==> config.mk <==
export PLATFORM = sky130hd
export DESIGN_NAME = sprite_blit_colorkey_unit_flat
export DESIGN_NICKNAME = d
export VERILOG_FILES = /design/src/hdl/sbc_pkg.sv /design/src/hdl/sbc_if.sv /design/src/hdl/sbc_cfg.sv /design/src/hdl/sbc_pos.sv /design/src/hdl/sbc_addr.sv /design/src/hdl/sprite_blit_colorkey_unit.sv /design/src/flat_wrapper.sv
export SDC_FILE = /design/constraint.sdc
export NUM_CORES = 1
export LEC_CHECK = 0
export BUFFER_PORTS_ARGS = -buffer_cell sky130_fd_sc_hd__buf_2
export CORE_ASPECT_RATIO = 1.25
export CORE_MARGIN = 2
export CORE_UTILIZATION = 60
export CTS_BUF_LIST = sky130_fd_sc_hd__clkbuf_4 sky130_fd_sc_hd__clkbuf_8
export DETAILED_ROUTE_END_ITERATION = 8
export HOLD_SLACK_MARGIN = 0.1
export PLACE_DENSITY = 0.8
export REMOVE_ABC_BUFFERS = 1
export SYNTH_ARGS = -nofsm -noshare
export SYNTH_HDL_FRONTEND = slang
export SYNTH_SLANG_ARGS = --single-unit
==> constraint.sdc <==
create_clock -name clk_i -period 7.7 [get_ports clk_i]
set_clock_uncertainty 0.15 [all_clocks]
set_input_delay 1.54 -clock clk_i [delete_from_list [all_inputs] [get_ports clk_i]]
set_output_delay 1.54 -clock clk_i [all_outputs]
set_load 0.02 [all_outputs]
==> src/hdl/sbc_pkg.sv <==
// sbc_pkg: shared types, constants and helpers of the colour-keyed sprite blitter
// used by every module of the block and by the channel interfaces
`default_nettype none

package sbc_pkg;

  // largest sprite or screen dimension
  localparam int unsigned MaxDim = 2048;

  // widths fixed by the register map and the word formats
  localparam int unsigned CoordW = 12;
  localparam int unsigned CfgW   = 12;
  localparam int unsigned PixW   = 16;
  localparam int unsigned IdxW   = 22;
  localparam int unsigned DataW  = 16;
  localparam int unsigned RegIdxW = 3;

  // widths that follow from the largest dimension
  localparam int unsigned CntW  = $clog2(MaxDim);
  localparam int unsigned DimW  = CntW + 1;
  localparam int unsigned PosW  = ((CoordW > CntW) ? CoordW : CntW) + 2;
  localparam int unsigned ProdW = ((CntW + DimW + 1) > IdxW) ? (CntW + DimW + 1) : IdxW;

  // register map
  typedef enum logic [RegIdxW-1:0] {
    REG_DEST_X        = 3'd0,
    REG_DEST_Y        = 3'd1,
    REG_SPRITE_WIDTH  = 3'd2,
    REG_SPRITE_HEIGHT = 3'd3,
    REG_SCREEN_WIDTH  = 3'd4,
    REG_SCREEN_HEIGHT = 3'd5,
    REG_KEY_COLOUR    = 3'd6,
    REG_KEY_ENABLE    = 3'd7
  } reg_idx_e;

  // configuration as seen by the datapath, dimensions already clamped
  typedef struct packed {
    logic signed [CoordW-1:0] dest_x;
    logic signed [CoordW-1:0] dest_y;
    logic [DimW-1:0]          sprite_w;
    logic [DimW-1:0]          sprite_h;
    logic [DimW-1:0]          screen_w;
    logic [DimW-1:0]          screen_h;
    logic [PixW-1:0]          key_colour;
    logic                     key_en;
  } cfg_t;

  // word held between the position stage and the address stage
  typedef struct packed {
    logic [PixW-1:0]        pixel;
    logic signed [PosW-1:0] sx;
    logic signed [PosW-1:0] sy;
    logic                   done;
  } pos_t;

  // zero or oversize dimension reads as the largest one
  function automatic logic [DimW-1:0] eff_dim(input logic [CfgW-1:0] v);
    logic [DimW-1:0] res;
    if ((v == '0) || (32'(v) > MaxDim)) begin
      res = DimW'(MaxDim);
    end else begin
      res = DimW'(v);
    end
    return res;
  endfunction

endpackage

`default_nettype wire

==> src/hdl/sbc_if.sv <==
// sbc_if: valid/ready channel interfaces of the sprite blitter
// depends on sbc_pkg for the word widths
`default_nettype none

// sprite pixel channel
interface sbc_in_if;
  logic                       valid;
  logic                       ready;
  logic [sbc_pkg::PixW-1:0]   sprite_pixel;

  modport source (output valid, output sprite_pixel, input ready);
  modport sink   (input valid, input sprite_pixel, output ready);
endinterface

// framebuffer write channel
interface sbc_out_if;
  logic                       valid;
  logic                       ready;
  logic                       write_strobe;
  logic [sbc_pkg::IdxW-1:0]   pixel_index;
  logic [sbc_pkg::PixW-1:0]   pixel_value;
  logic                       sprite_done;

  modport source (output valid, output write_strobe, output pixel_index,
                  output pixel_value, output sprite_done, input ready);
  modport sink   (input valid, input write_strobe, input pixel_index,
                  input pixel_value, input sprite_done, output ready);
endinterface

`default_nettype wire

==> src/hdl/sbc_cfg.sv <==
// sbc_cfg: configuration registers of the sprite blitter
// depends on sbc_pkg (register map, cfg_t, eff_dim)
`default_nettype none

module sbc_cfg (
  input  wire logic                          clk_i,
  input  wire logic                          rst_ni,
  input  wire logic                          cfg_we_i,
  input  wire logic [sbc_pkg::RegIdxW-1:0]   cfg_idx_i,
  input  wire logic [sbc_pkg::DataW-1:0]     cfg_data_i,
  output sbc_pkg::cfg_t                      cfg_o
);

  sbc_pkg::cfg_t cfg_q, cfg_d;
  sbc_pkg::reg_idx_e idx;

  assign idx = sbc_pkg::reg_idx_e'(cfg_idx_i);

  // register write decode, dimensions clamped on the way in
  always_comb begin
    cfg_d = cfg_q;
    if (cfg_we_i) begin
      unique case (idx)
        sbc_pkg::REG_DEST_X:
          cfg_d.dest_x = $signed(cfg_data_i[sbc_pkg::CoordW-1:0]);
        sbc_pkg::REG_DEST_Y:
          cfg_d.dest_y = $signed(cfg_data_i[sbc_pkg::CoordW-1:0]);
        sbc_pkg::REG_SPRITE_WIDTH:
          cfg_d.sprite_w = sbc_pkg::eff_dim(cfg_data_i[sbc_pkg::CfgW-1:0]);
        sbc_pkg::REG_SPRITE_HEIGHT:
          cfg_d.sprite_h = sbc_pkg::eff_dim(cfg_data_i[sbc_pkg::CfgW-1:0]);
        sbc_pkg::REG_SCREEN_WIDTH:
          cfg_d.screen_w = sbc_pkg::eff_dim(cfg_data_i[sbc_pkg::CfgW-1:0]);
        sbc_pkg::REG_SCREEN_HEIGHT:
          cfg_d.screen_h = sbc_pkg::eff_dim(cfg_data_i[sbc_pkg::CfgW-1:0]);
        sbc_pkg::REG_KEY_COLOUR:
          cfg_d.key_colour = cfg_data_i[sbc_pkg::PixW-1:0];
        sbc_pkg::REG_KEY_ENABLE:
          cfg_d.key_en = cfg_data_i[0];
        default: cfg_d = cfg_q;
      endcase
    end
  end

  always_ff @(posedge clk_i or negedge rst_ni) begin
    if (!rst_ni) begin
      cfg_q.dest_x     <= '0;
      cfg_q.dest_y     <= '0;
      cfg_q.sprite_w   <= sbc_pkg::DimW'(1);
      cfg_q.sprite_h   <= sbc_pkg::DimW'(1);
      cfg_q.screen_w   <= sbc_pkg::eff_dim(sbc_pkg::CfgW'(1024));
      cfg_q.screen_h   <= sbc_pkg::eff_dim(sbc_pkg::CfgW'(768));
      cfg_q.key_colour <= '0;
      cfg_q.key_en     <= 1'b0;
    end else begin
      cfg_q <= cfg_d;
    end
  end

  assign cfg_o = cfg_q;

endmodule

`default_nettype wire

==> src/hdl/sbc_pos.sv <==
// sbc_pos: column/row counters and screen position stage of the sprite blitter
// depends on sbc_pkg (cfg_t, pos_t) and sbc_in_if
`default_nettype none

module sbc_pos (
  input  wire logic          clk_i,
  input  wire logic          rst_ni,
  input  sbc_pkg::cfg_t      cfg_i,
  sbc_in_if.sink             pix_in,
  input  wire logic          adv_i,
  output logic               vld_o,
  output sbc_pkg::pos_t      pos_o
);

  logic [sbc_pkg::CntW-1:0] col_q, col_d, row_q, row_d;
  logic                     vld_q, vld_d;
  sbc_pkg::pos_t            pos_q, pos_d;
  logic                     accept, row_end, last_row;
  logic [sbc_pkg::DimW-1:0] col_inc, row_inc;

  // a word may enter when the stage is empty or moving on
  assign pix_in.ready = !vld_q || adv_i;
  assign accept       = pix_in.valid && pix_in.ready;

  // end of row and end of sprite tests, also catch a counter past a shrunk size
  assign col_inc  = sbc_pkg::DimW'(col_q) + sbc_pkg::DimW'(1);
  assign row_inc  = sbc_pkg::DimW'(row_q) + sbc_pkg::DimW'(1);
  assign row_end  = col_inc >= cfg_i.sprite_w;
  assign last_row = row_inc >= cfg_i.sprite_h;

  // counter update on each accepted word
  always_comb begin
    col_d = col_q;
    row_d = row_q;
    if (accept) begin
      if (row_end) begin
        col_d = '0;
        row_d = last_row ? '0 : col_inc[sbc_pkg::CntW-1:0] & '0 | row_inc[sbc_pkg::CntW-1:0];
      end else begin
        col_d = col_inc[sbc_pkg::CntW-1:0];
      end
    end
  end

  // screen position of the incoming pixel
  always_comb begin
    pos_d.pixel = pix_in.sprite_pixel;
    pos_d.sx    = sbc_pkg::PosW'(cfg_i.dest_x) + $signed({2'b00, col_q});
    pos_d.sy    = sbc_pkg::PosW'(cfg_i.dest_y) + $signed({2'b00, row_q});
    pos_d.done  = row_end && last_row;
  end

  assign vld_d = accept || (vld_q && !adv_i);

  always_ff @(posedge clk_i or negedge rst_ni) begin
    if (!rst_ni) begin
      col_q <= '0;
      row_q <= '0;
      vld_q <= 1'b0;
    end else begin
      col_q <= col_d;
      row_q <= row_d;
      vld_q <= vld_d;
    end
  end

  // payload register, no reset
  always_ff @(posedge clk_i) begin
    if (accept) begin
      pos_q <= pos_d;
    end
  end

  assign vld_o = vld_q;
  assign pos_o = pos_q;

endmodule

`default_nettype wire

==> src/hdl/sbc_addr.sv <==
// sbc_addr: clipping, colour key and framebuffer index stage with result register
// depends on sbc_pkg (cfg_t, pos_t) and sbc_out_if
`default_nettype none

module sbc_addr (
  input  wire logic          clk_i,
  input  wire logic          rst_ni,
  input  sbc_pkg::cfg_t      cfg_i,
  input  wire logic          vld_i,
  input  sbc_pkg::pos_t      pos_i,
  output logic               adv_o,
  sbc_out_if.source          res_out
);

  logic                      vld_q, vld_d, load;
  logic                      strobe_q, done_q;
  logic [sbc_pkg::IdxW-1:0]  idx_q, idx_d;
  logic [sbc_pkg::PixW-1:0]  pix_q;
  logic                      on_screen, keyed;
  logic [sbc_pkg::CntW-1:0]  sx_lo, sy_lo;
  logic [sbc_pkg::ProdW-1:0] prod;

  // result register takes a word when empty or when the sink takes its word
  assign adv_o = !vld_q || res_out.ready;
  assign load  = vld_i && adv_o;

  // clip against the screen
  assign on_screen = (pos_i.sx >= 0)
                  && (pos_i.sx < $signed(sbc_pkg::PosW'(cfg_i.screen_w)))
                  && (pos_i.sy >= 0)
                  && (pos_i.sy < $signed(sbc_pkg::PosW'(cfg_i.screen_h)));

  assign keyed = cfg_i.key_en && (pos_i.pixel == cfg_i.key_colour);

  // linear index, row times stride plus column
  assign sx_lo = pos_i.sx[sbc_pkg::CntW-1:0];
  assign sy_lo = pos_i.sy[sbc_pkg::CntW-1:0];
  assign prod  = sbc_pkg::ProdW'(sy_lo) * sbc_pkg::ProdW'(cfg_i.screen_w)
               + sbc_pkg::ProdW'(sx_lo);
  assign idx_d = on_screen ? prod[sbc_pkg::IdxW-1:0] : '0;

  assign vld_d = load || (vld_q && !res_out.ready);

  always_ff @(posedge clk_i or negedge rst_ni) begin
    if (!rst_ni) begin
      vld_q <= 1'b0;
    end else begin
      vld_q <= vld_d;
    end
  end

  // result payload
  always_ff @(posedge clk_i) begin
    if (load) begin
      strobe_q <= on_screen && !keyed;
      idx_q    <= idx_d;
      pix_q    <= pos_i.pixel;
      done_q   <= pos_i.done;
    end
  end

  assign res_out.valid        = vld_q;
  assign res_out.write_strobe = strobe_q;
  assign res_out.pixel_index  = idx_q;
  assign res_out.pixel_value  = pix_q;
  assign res_out.sprite_done  = done_q;

endmodule

`default_nettype wire

==> src/hdl/sprite_blit_colorkey_unit.sv <==
// sprite_blit_colorkey_unit: top level of the colour-keyed sprite blitter
// depends on sbc_pkg, sbc_if, sbc_cfg, sbc_pos and sbc_addr
//
// Usage:
//   sprite_i carries sprite pixels (RGB565) in row-major order, one per word.
//   result_o gives one word per pixel: write strobe, linear framebuffer index
//   (row * screen width + column), the pixel and a flag on the sprite's last
//   pixel. Pixels off the screen, or equal to the key colour while keying is
//   on, come out with the strobe low; off-screen pixels carry index zero.
//   The register port (cfg_we_i, cfg_idx_i, cfg_data_i) writes one register per
//   cycle; the user must write it while no pixel is in flight (not enforced).
//   An accepted pixel reaches its result word through two register stages
//   (position stage, then the clip/multiply stage feeding the result register);
//   one pixel is taken every cycle while the receiver does not stall.
//   When the receiver stalls, the result register holds its word; with the
//   position stage full, sprite_i.ready drops in the same cycle, and an empty
//   position stage takes one more pixel first, so at most two words wait.
//   Reset clears both stages, the column and row counters and loads the
//   register defaults (1x1 sprite at the origin, 1024x768 screen, no key).
`default_nettype none

module sprite_blit_colorkey_unit (
  input  wire logic                          clk_i,
  input  wire logic                          rst_ni,
  input  wire logic                          cfg_we_i,
  input  wire logic [sbc_pkg::RegIdxW-1:0]   cfg_idx_i,
  input  wire logic [sbc_pkg::DataW-1:0]     cfg_data_i,
  sbc_in_if.sink                             sprite_i,
  sbc_out_if.source                          result_o
);

  sbc_pkg::cfg_t cfg;
  sbc_pkg::pos_t pos;
  logic          pos_vld, adv;

  // register file
  sbc_cfg u_cfg (
    .clk_i      (clk_i),
    .rst_ni     (rst_ni),
    .cfg_we_i   (cfg_we_i),
    .cfg_idx_i  (cfg_idx_i),
    .cfg_data_i (cfg_data_i),
    .cfg_o      (cfg)
  );

  // counters and screen position
  sbc_pos u_pos (
    .clk_i  (clk_i),
    .rst_ni (rst_ni),
    .cfg_i  (cfg),
    .pix_in (sprite_i),
    .adv_i  (adv),
    .vld_o  (pos_vld),
    .pos_o  (pos)
  );

  // clipping, keying, index and result register
  sbc_addr u_addr (
    .clk_i   (clk_i),
    .rst_ni  (rst_ni),
    .cfg_i   (cfg),
    .vld_i   (pos_vld),
    .pos_i   (pos),
    .adv_o   (adv),
    .res_out (result_o)
  );

endmodule

`default_nettype wire

==> src/flat_wrapper.sv <==
// flat-port wrapper written by rule: the top's interface ports become plain ports
module sprite_blit_colorkey_unit_flat 
  (clk_i, rst_ni, cfg_we_i, cfg_idx_i, cfg_data_i, sprite_i_valid, sprite_i_sprite_pixel, sprite_i_ready, result_o_valid, result_o_write_strobe, result_o_pixel_index, result_o_pixel_value, result_o_sprite_done, result_o_ready);
  sbc_in_if sprite_i_i ();
  sbc_out_if result_o_i ();
  input  wire logic clk_i;
  input  wire logic rst_ni;
  input  wire logic cfg_we_i;
  input  wire logic [sbc_pkg::RegIdxW-1:0] cfg_idx_i;
  input  wire logic [sbc_pkg::DataW-1:0] cfg_data_i;
  input wire logic [$bits(sprite_i_i.valid)-1:0] sprite_i_valid;
  input wire logic [$bits(sprite_i_i.sprite_pixel)-1:0] sprite_i_sprite_pixel;
  output wire logic [$bits(sprite_i_i.ready)-1:0] sprite_i_ready;
  output wire logic [$bits(result_o_i.valid)-1:0] result_o_valid;
  output wire logic [$bits(result_o_i.write_strobe)-1:0] result_o_write_strobe;
  output wire logic [$bits(result_o_i.pixel_index)-1:0] result_o_pixel_index;
  output wire logic [$bits(result_o_i.pixel_value)-1:0] result_o_pixel_value;
  output wire logic [$bits(result_o_i.sprite_done)-1:0] result_o_sprite_done;
  input wire logic [$bits(result_o_i.ready)-1:0] result_o_ready;
  assign sprite_i_i.valid = sprite_i_valid;
  assign sprite_i_i.sprite_pixel = sprite_i_sprite_pixel;
  assign sprite_i_ready = sprite_i_i.ready;
  assign result_o_valid = result_o_i.valid;
  assign result_o_write_strobe = result_o_i.write_strobe;
  assign result_o_pixel_index = result_o_i.pixel_index;
  assign result_o_pixel_value = result_o_i.pixel_value;
  assign result_o_sprite_done = result_o_i.sprite_done;
  assign result_o_i.ready = result_o_ready;
  sprite_blit_colorkey_unit u_core (.clk_i(clk_i), .rst_ni(rst_ni), .cfg_we_i(cfg_we_i), .cfg_idx_i(cfg_idx_i), .cfg_data_i(cfg_data_i), .sprite_i(sprite_i_i), .result_o(result_o_i));
endmodule
==> flow_summary.ini, run 1 <==
[run_status]
status = finished clean

[detailed_routing]
drc = 0
wl_um = 30800
wire_per_inst_um = 17.4
drt-pass1-iter-count = 4
drt_iter0_drc = 517
viasPerCell = 5.76
vias = 10199
antenna_left = 0

[power_and_ir_drop]
switchingPower_mw = 2.42
power_mw = 5.38
p_comb_frac = 0.582
max-vdd-ir-drop_mv = 0.207
pwr-share-seq = 0.284
p_leak_nw = 7.30
pwr-share-clk = 0.134
intPower_mw = 2.96
power_density_nw_per_um2 = 349
swShare = 0.450

[synth]
synth_area_um2 = 14400
synth_flop_cell = dfrtp_1
yosys_warnings = 0
synth_edf_count = 83
synth_area_per_cell_um2 = 10.2
synth_cell_types = 61
synth-seq-area-share = 0.371
syn-instance-count = 1414
ys_async_sr_fraction = 0.577
synth-seq-cells = 196

[die]
die_w_um = 142
io_pins = 82
row_count = 63
initial_core_util = 0.607
design.die.area_um2 = 25200
die_h_um = 177
coreArea_um2 = 23600

[min_path]
hold_start = u_core.u_pos.pos_o[0]$_DFFE_PP_
whs_path_depth = 0
hp-class = register to register
min_to = u_core.u_addr.res_out.sprite_done$_DFFE_PP_

[cts]
cts_setup_buffers = 0
clk_latency_ns = 0.48
hold_buffers = 0
cts_tree = yes
htree_levels = 4
ctsResizeCount = 0
clockBufferDepth = 2
cts_inserted_buffers = 17
clk_pin_slew_ns = 0.10
cts_root_buffer = clkbuf_8
cts_sinks = 196

[sta]
max_slew.worst_pin.slew_ns = 1.10
period_share = 0.762
fin_crit_ns = 5.87
fin_setup_tns_ns = 0
fin_ws_ns = 1.83
setup_viol = 0
max_slew_margin = 0.268
finalMaxSlewViolations = 0
rsz0062_at_grt = no
max_freq_mhz = 170
hold_viol = 0
holdWs_ns = 0.285

[cells_and_area]
antenna_cells = 0
area_delta_synth_final_pct = 7.21
nNetsFinal = 1737
final_common_cell = inv_1
final_cell_area_um2 = 15400
fin_util = 0.651
most-common-layout-cells = inv_1, nand2_1, ha_1
drive_gt1_frac = 0.117
final_cell_count_no_fill = 1772

[grt]
antenna_found_initial = 0
grt_pass1_wl_um = 50800
grt_overflow = 0
grt_use_total = 0.258
grt_max_degree = 64
grt_pass1_vias = 10534

[critical_path]
reg2reg_slack_ns = 1.83
cp-end-kind = register
crit_required_ns = 7.73
regToRegEndpoint = u_core.u_addr.res_out.pixel_index[18]$_SDFFCE_PN0P_
reg2reg_from = u_core.u_pos.pos_o[8]$_DFFE_PP_
critPathKind = register to register
start_kind = register
critPathArrivalTime_ns = 5.90
rr_worst_depth = 17
crit_fanout = 13

[run]
drv_cap = 0

[place]
globalplace.congestion = 0.893
place_area_um2 = 15000
pre_cts_slack_ns = 1.98
numPortBuffers = 81
dp_cells = 1740
dpl.hpwl_um = 23900
## sequential cells by signal (all words and copies together) (netlist names)
name                                count
u_core.u_addr.res_out.valid             1
u_core.u_pos.col_q                     11
u_core.u_pos.pos_o                     43
u_core.u_addr.res_out.sprite_done       1
u_core.u_pos.vld_o                      1
u_core.u_addr.res_out.pixel_index      22
u_core.u_cfg.cfg_o                     89
u_core.u_addr.res_out.pixel_value      16
u_core.u_pos.row_q                     11
u_core.u_addr.res_out.write_strobe      1
## power by group through the flow
stage          combinational, mW  clock, mW  sequential (mW)
4_1_cts                     3.12      0.734             1.52
6_report                    3.13      0.722             1.53
3_5_place_dp                3.10          0             1.54
2_1_floorplan               2.42          0             1.50
3_3_place_gp                2.99          0             1.53
5_1_grt                     3.61      0.767             1.55
## cells in the mapped netlist, drive strengths merged, types with 13 or more instances
cell type  count  share of area
o211ai        13         0.0068
a21oi         33          0.012
nor2          46          0.012
inv          213          0.056
ha           129           0.11
dfrtp        108           0.19
o21ai         85          0.030
nand2b        22         0.0096
nand3         24         0.0084
fa           101           0.14
nor3          19         0.0066
mux2          40          0.031
clkbuf        48          0.013
a21o          19         0.0099
xor2          22          0.013
and3          18         0.0078
and2          59          0.026
nand2        162          0.042
nand4         14         0.0061
edfxtp        83           0.17
xnor2         43          0.026
## critical path: stages (launching register included)
cell and delay [ns]:
edfxtp_1 0.59, and2_1 0.25, fa_1 0.53, inv_1 0.05
fa_1 0.47, inv_1 0.05, fa_1 0.50, fa_1 0.54
inv_1 0.05, fa_1 0.52, inv_1 0.05, ha_1 0.34
a21o_1 0.18, a21oi_1 0.17, a2bb2oi_1 0.36, a21oi_1 0.12
a2111oi_0 0.51, a2111oi_1 0.13
## worst max-delay path by stage
| stage | from | endpoint | slack (ns) | cells after the start |
|---|---|---|---|---|
| 2_1_floorplan | u_core.u_pos.pos_o[8]$_DFFE_PP_ | u_core.u_addr.res_out.pixel_index[21]$_SDFFCE_PN0P_ | 2.38 | 16 |
| 3_3_place_gp | u_core.u_pos.pos_o[8]$_DFFE_PP_ | u_core.u_addr.res_out.pixel_index[20]$_SDFFCE_PN0P_ | 2.13 | 17 |
| 3_5_place_dp | u_core.u_pos.pos_o[8]$_DFFE_PP_ | u_core.u_addr.res_out.pixel_index[20]$_SDFFCE_PN0P_ | 1.98 | 17 |
| 4_1_cts | u_core.u_pos.pos_o[8]$_DFFE_PP_ | u_core.u_addr.res_out.pixel_index[20]$_SDFFCE_PN0P_ | 1.95 | 17 |
| 5_1_grt | u_core.u_pos.pos_o[11]$_DFFE_PP_ | u_core.u_addr.res_out.pixel_index[18]$_SDFFCE_PN0P_ | 1.55 | 16 |
| 6_report | u_core.u_pos.pos_o[8]$_DFFE_PP_ | u_core.u_addr.res_out.pixel_index[18]$_SDFFCE_PN0P_ | 1.83 | 17 |
## kinds of logic after synthesis
kind of cell	Yosys count	synth area share
simple gates	403	0.137
buf+inv	263	0.0694
mux	41	0.0321
compound gates	216	0.0974
xor+xnor	65	0.0396
fa+ha+maj	230	0.253
flops	196	0.371
## layer usage
metal	vias to the layer above	routed length (µm)	global-route usage
met5	-	0	0
met4	0	1150	0.108
met3	68	1260	0.0360
met2	284	15700	0.460
met1	5019	12600	0.315
li1	4828	-	-
## layout make-up
cell class	count	area (µm²)
Tap cell	292	365
Fill cell	1793	8250
Clock buffer	20	256
Timing Repair Buffer	84	430
Sequential cell	196	5330
Clock inverter	12	170
Multi-Input combinational cell	955	8050
Inverter	213	800
No activity file was read; power rests on OpenSTA's default activity.
==> inputs of run 2 (changes only) <==
--- a/config.mk
+++ b/config.mk
@@ -8,7 +8,7 @@
 export BUFFER_PORTS_ARGS = -buffer_cell sky130_fd_sc_hd__buf_2
 export CORE_ASPECT_RATIO = 1.25
 export CORE_MARGIN = 2
-export CORE_UTILIZATION = 60
+export CORE_UTILIZATION = 58
 export CTS_BUF_LIST = sky130_fd_sc_hd__clkbuf_4 sky130_fd_sc_hd__clkbuf_8
 export DETAILED_ROUTE_END_ITERATION = 8
 export HOLD_SLACK_MARGIN = 0.1
==> constraint.sdc (replaced) <==
create_clock -name clk_i -period 5 [get_ports clk_i]
set_clock_uncertainty 0.15 [all_clocks]
set_input_delay 1 -clock clk_i [delete_from_list [all_inputs] [get_ports clk_i]]
set_output_delay 1 -clock clk_i [all_outputs]
set_load 0.02 [all_outputs]
==> flow_summary.ini, run 2 (synthesized netlist as in run 1, its figures left out) <==
[run]
drv_cap = 0

[critical_path]
crit_family = adder cells
startpoint = u_core.u_pos.pos_o[10]$_DFFE_PP_
crit_fanout = 5
slowest_stage = fa_1
cpMostUsedCell = fa_1
reg2reg_from = u_core.u_pos.pos_o[10]$_DFFE_PP_
rr_worst_depth = 17
crit_path_cell_trace = buf_4, and2_1, fa_1, fa_1, fa_1, fa_1, inv_1, fa_1, inv_1, ha_4, nand2_1, nor4_4, a2bb2oi_4, nand2_2, buf_4, o21ai_4, a2111oi_4
crit_cells = 17
crit_buf_inv = 4
cp-end-kind = register
start_kind = register
crit_required_ns = 5.14
cp_slowest_stage_delay_ns = 0.57
critPathArrivalTime_ns = 5.41
critPathKind = register to register

[place]
pre_cts_slack_ns = -0.508
dpl.hpwl_um = 25400
globalplace.congestion = 0.912
place_area_um2 = 15600
numPortBuffers = 81
dp_cells = 1860

[min_path]
hp-class = register to register
hold_start = u_core.u_pos.pos_o[0]$_DFFE_PP_
whs_path_depth = 0

[detailed_routing]
viasPerCell = 5.65
wl_um = 34000
wire_per_inst_um = 17.8
vias = 10792
drt_iter0_drc = 628
antenna_left = 0
drc = 0
drt-pass1-iter-count = 5

[sta]
max_freq_mhz = 190
max_slew.worst_pin.slew_ns = 1.28
setup_viol = 10
holdWs_ns = 0.288
fin_crit_ns = 5.26
hold_viol = 0
period_share = 1.05
max_slew_margin = 0.146
finalMaxSlewViolations = 0
fin_setup_tns_ns = -1.53
fin_ws_ns = -0.262
rsz0062_at_grt = yes

[cts]
clockBufferDepth = 2
cts_root_buffer = clkbuf_8
clk_latency_ns = 0.48
cts_inserted_buffers = 17
cts_tree = yes
hold_buffers = 0
cts_sinks = 196
htree_levels = 4
clk_pin_slew_ns = 0.12

[run_status]
status = finished with violations
violations = negative setup slack

[die]
coreArea_um2 = 24400
die_w_um = 145
io_pins = 82
die_h_um = 180
row_count = 64
initial_core_util = 0.588
design.die.area_um2 = 26000

[cells_and_area]
largest_reg_flops = 89
final_cell_count_no_fill = 1911
final_common_cell = inv_1
fin_util = 0.684
nNetsFinal = 1838
most-common-layout-cells = inv_1, nand2_1, ha_1
final_cell_area_um2 = 16700
antenna_cells = 0
area_delta_synth_final_pct = 16.3
drive_gt1_frac = 0.217

[power_and_ir_drop]
intPower_mw = 5.94
pwr-share-clk = 0.099
p_leak_nw = 7.86
power_mw = 10.9
max-vdd-ir-drop_mv = 0.564
p_comb_frac = 0.694
switchingPower_mw = 4.95
pwr-share-seq = 0.207
swShare = 0.455
power_density_nw_per_um2 = 652

[grt]
grt_pass1_vias = 10921
grt_pass1_wl_um = 53800
antenna_found_initial = 0
grt_use_total = 0.265
grt_overflow = 0
grt_max_degree = 58
-- run 2: power groups by stage --
stage | registers [mW] | logic [mW] | clock network [mW]
after floorplan | 2.31 | 3.73 | 0
after global placement | 2.28 | 5.49 | 0
after detailed placement | 2.29 | 5.68 | 0
after CTS | 2.25 | 6.57 | 1.09
after global routing | 2.28 | 8.26 | 1.15
final | 2.25 | 7.56 | 1.08
-- run 2: metal layers --
layer,up-vias,global-route usage,wire length [µm],share of wire
li1,5030,-,-,-
met1,5348,0.328,13500,0.40
met2,328,0.470,17800,0.52
met3,86,0.0322,1460,0.043
met4,0,0.100,1220,0.036
met5,-,0,0,0
-- run 2: what timing repair did --
item                                   CTS  global route
cloned                                   0             0
resized for setup                       64            50
buffers inserted                        15             5
endpoints found under the hold margin    0             0
pin swaps                               55            34
setup endpoints to repair               11            13
-- run 2: worst paths after layout --
kind / to / slack [ns]
min: u_core.u_addr.res_out.sprite_done$_DFFE_PP_ / 0.29
max reg2reg: u_core.u_addr.res_out.pixel_index[20]$_SDFFCE_PN0P_ / -0.26
max in group asynchronous: u_core.u_cfg.cfg_o[41]$_DFFE_PN1P_ / 3.36
min reg2reg: u_core.u_addr.res_out.sprite_done$_DFFE_PP_ / 0.29
max: u_core.u_addr.res_out.pixel_index[20]$_SDFFCE_PN0P_ / -0.26
min in group asynchronous: u_core.u_cfg.cfg_o[3]$_DFFE_PN0P_ / 0.41
-- run 2: cell type report --
| class | instances | area, µm² |
|---|---|---|
| Clock inverter | 15 | 189 |
| Tap cell | 330 | 413 |
| Sequential cell | 196 | 5330 |
| Multi-Input combinational cell | 955 | 8450 |
| Fill cell | 1755 | 7720 |
| Inverter | 213 | 800 |
| Timing Repair Buffer | 185 | 1280 |
| Clock buffer | 17 | 234 |
==> inputs of run 3 (changes only) <==
--- a/config.mk
+++ b/config.mk
@@ -12,7 +12,7 @@
 export CTS_BUF_LIST = sky130_fd_sc_hd__clkbuf_4 sky130_fd_sc_hd__clkbuf_8
 export DETAILED_ROUTE_END_ITERATION = 8
 export HOLD_SLACK_MARGIN = 0.1
-export PLACE_DENSITY = 0.8
+export PLACE_DENSITY_LB_ADDON = 0.08
 export REMOVE_ABC_BUFFERS = 1
 export SYNTH_ARGS = -nofsm -noshare
 export SYNTH_HDL_FRONTEND = slang
==> flow_summary.ini, run 3 (synthesized netlist as in run 1, its figures left out) <==
[die]
io_pins = 82
die_w_um = 145
initial_core_util = 0.588
coreArea_um2 = 24400
die_h_um = 180
row_count = 64
design.die.area_um2 = 26000

[detailed_routing]
wire_per_inst_um = 17.2
wl_um = 33200
vias = 10602
drc = 0
antenna_left = 0
drt_iter0_drc = 731
drt-pass1-iter-count = 5
viasPerCell = 5.50

[cts]
htree_levels = 4
cts_sinks = 196
clk_pin_slew_ns = 0.11
cts_inserted_buffers = 17
clk_latency_ns = 0.48
clockBufferDepth = 2
cts_root_buffer = clkbuf_8
cts_tree = yes

[grt]
grt_pass1_vias = 10766
grt_use_total = 0.266
grt_overflow = 0
antenna_found_initial = 0
grt_max_degree = 45
grt_pass1_wl_um = 53700

[run_status]
status = finished with violations
violations = negative setup slack

[critical_path]
crit_required_ns = 5.21
startpoint = u_core.u_cfg.cfg_o[34]$_DFFE_PN0P_
critPathCapture = u_core.u_addr.res_out.pixel_index[19]$_SDFFCE_PN0P_
rr_worst_depth = 17
cp-end-kind = register
start_kind = register
reg2reg_slack_ns = -0.18
critPathArrivalTime_ns = 5.39
regToRegEndpoint = u_core.u_addr.res_out.pixel_index[19]$_SDFFCE_PN0P_
critPathKind = register to register
crit_fanout = 6
reg2reg_from = u_core.u_cfg.cfg_o[34]$_DFFE_PN0P_

[sta]
max_slew.worst_pin.slew_ns = 1.12
max_freq_mhz = 193
period_share = 1.04
holdWs_ns = 0.288
finalMaxSlewViolations = 0
rsz0062_at_grt = yes
hold_viol = 0
setup_viol = 8
fin_ws_ns = -0.179
max_slew_margin = 0.256
fin_crit_ns = 5.18

[power_and_ir_drop]
p_leak_nw = 7.90
power_density_nw_per_um2 = 629
power_mw = 10.6
max-vdd-ir-drop_mv = 0.613

[cells_and_area]
final_cell_count_no_fill = 1926
nNetsFinal = 1853
antenna_cells = 0
most-common-layout-cells = inv_1, nand2_1, ha_1
largest_reg_flops = 89
area_delta_synth_final_pct = 17.0
drive_gt1_frac = 0.224
final_cell_area_um2 = 16800
fillers = 1918
final_common_cell = inv_1
fin_util = 0.688

[place]
place_area_um2 = 15700
dpl.hpwl_um = 25300
dp_cells = 1873
numPortBuffers = 81
globalplace.congestion = 0.929

[run]
drv_cap = 0

[min_path]
hp-class = register to register
hold_start = u_core.u_pos.pos_o[0]$_DFFE_PP_
==> run 3: changes by cell type in the layout (fill, tap and decap cells not counted), moves of 3 or more <==
cell,delta
buf_4,+19
bufinv_16,+3
clkinv_1,+3
clkinv_8,-3
fa_1,-3
fa_2,+3
ha_4,+3
==> run 3: where the power goes <==
part,switching (mW),total (mW),internal (mW)
registers,0.232,2.25,2.02
clock network,0.625,1.14,0.510
logic,3.73,7.19,3.46
==> run 3: layout make-up <==
type                    instances  area [µm²]  area share
well taps                     330         413      0.0246
clock inverters                15         195      0.0116
inverters                     213         800      0.0476
flip-flops and latches        196        5330       0.317
multi-input cells             955        8450       0.503
repair buffers                200        1380      0.0819
clock buffers                  17         234      0.0139
==> run 3: critical path, cell delays in order (launching register included) <==
cell	delay [ns]
dfrtp_2	0.47
and2_1	0.16
fa_1	0.51
inv_2	0.05
fa_1	0.57
inv_2	0.05
fa_1	0.49
fa_1	0.49
inv_1	0.05
fa_1	0.49
inv_2	0.05
ha_4	0.16
or4_4	0.54
o211ai_1	0.18
buf_4	0.17
nand4_1	0.13
a31o_2	0.27
a21oi_2	0.10
==> run 3: routing by layer <==
metal,GRT usage,part of all wire,routed length (µm),up-vias
met5,0,0,0,-
met4,0.102,0.037,1230,0
met3,0.0368,0.031,1020,75
met2,0.472,0.52,17300,273
met1,0.326,0.41,13700,5189
li1,-,-,-,5065
==> run 3: through the flow <==
step                setup WS (ns)  TNS (ns)
floorplan                  -0.319     -1.51
global placement           -0.402     -3.03
detailed placement         -0.484     -3.59
CTS                        -0.165    -0.792
global route               -0.324     -2.43
finish                     -0.179    -0.789
==> run 3: what timing repair did <==
item	4_1_cts	5_1_grt
resized for setup	50	59
hold buffers	0	0
endpoints found under the setup margin	13	13
buffers inserted	10	13
pin swaps	45	40
==> run 3: how the worst min path moves through the flow <==
stage	end	slack, ns	cells past startpoint
after floorplan	u_core.u_addr.res_out.sprite_done$_DFFE_PP_	0.25	0
after global placement	u_core.u_addr.res_out.sprite_done$_DFFE_PP_	0.26	0
after detailed placement	u_core.u_addr.res_out.sprite_done$_DFFE_PP_	0.27	0
after CTS	u_core.u_addr.res_out.sprite_done$_DFFE_PP_	0.30	0
after global routing	u_core.u_addr.res_out.sprite_done$_DFFE_PP_	0.31	0
final	u_core.u_addr.res_out.sprite_done$_DFFE_PP_	0.29	0
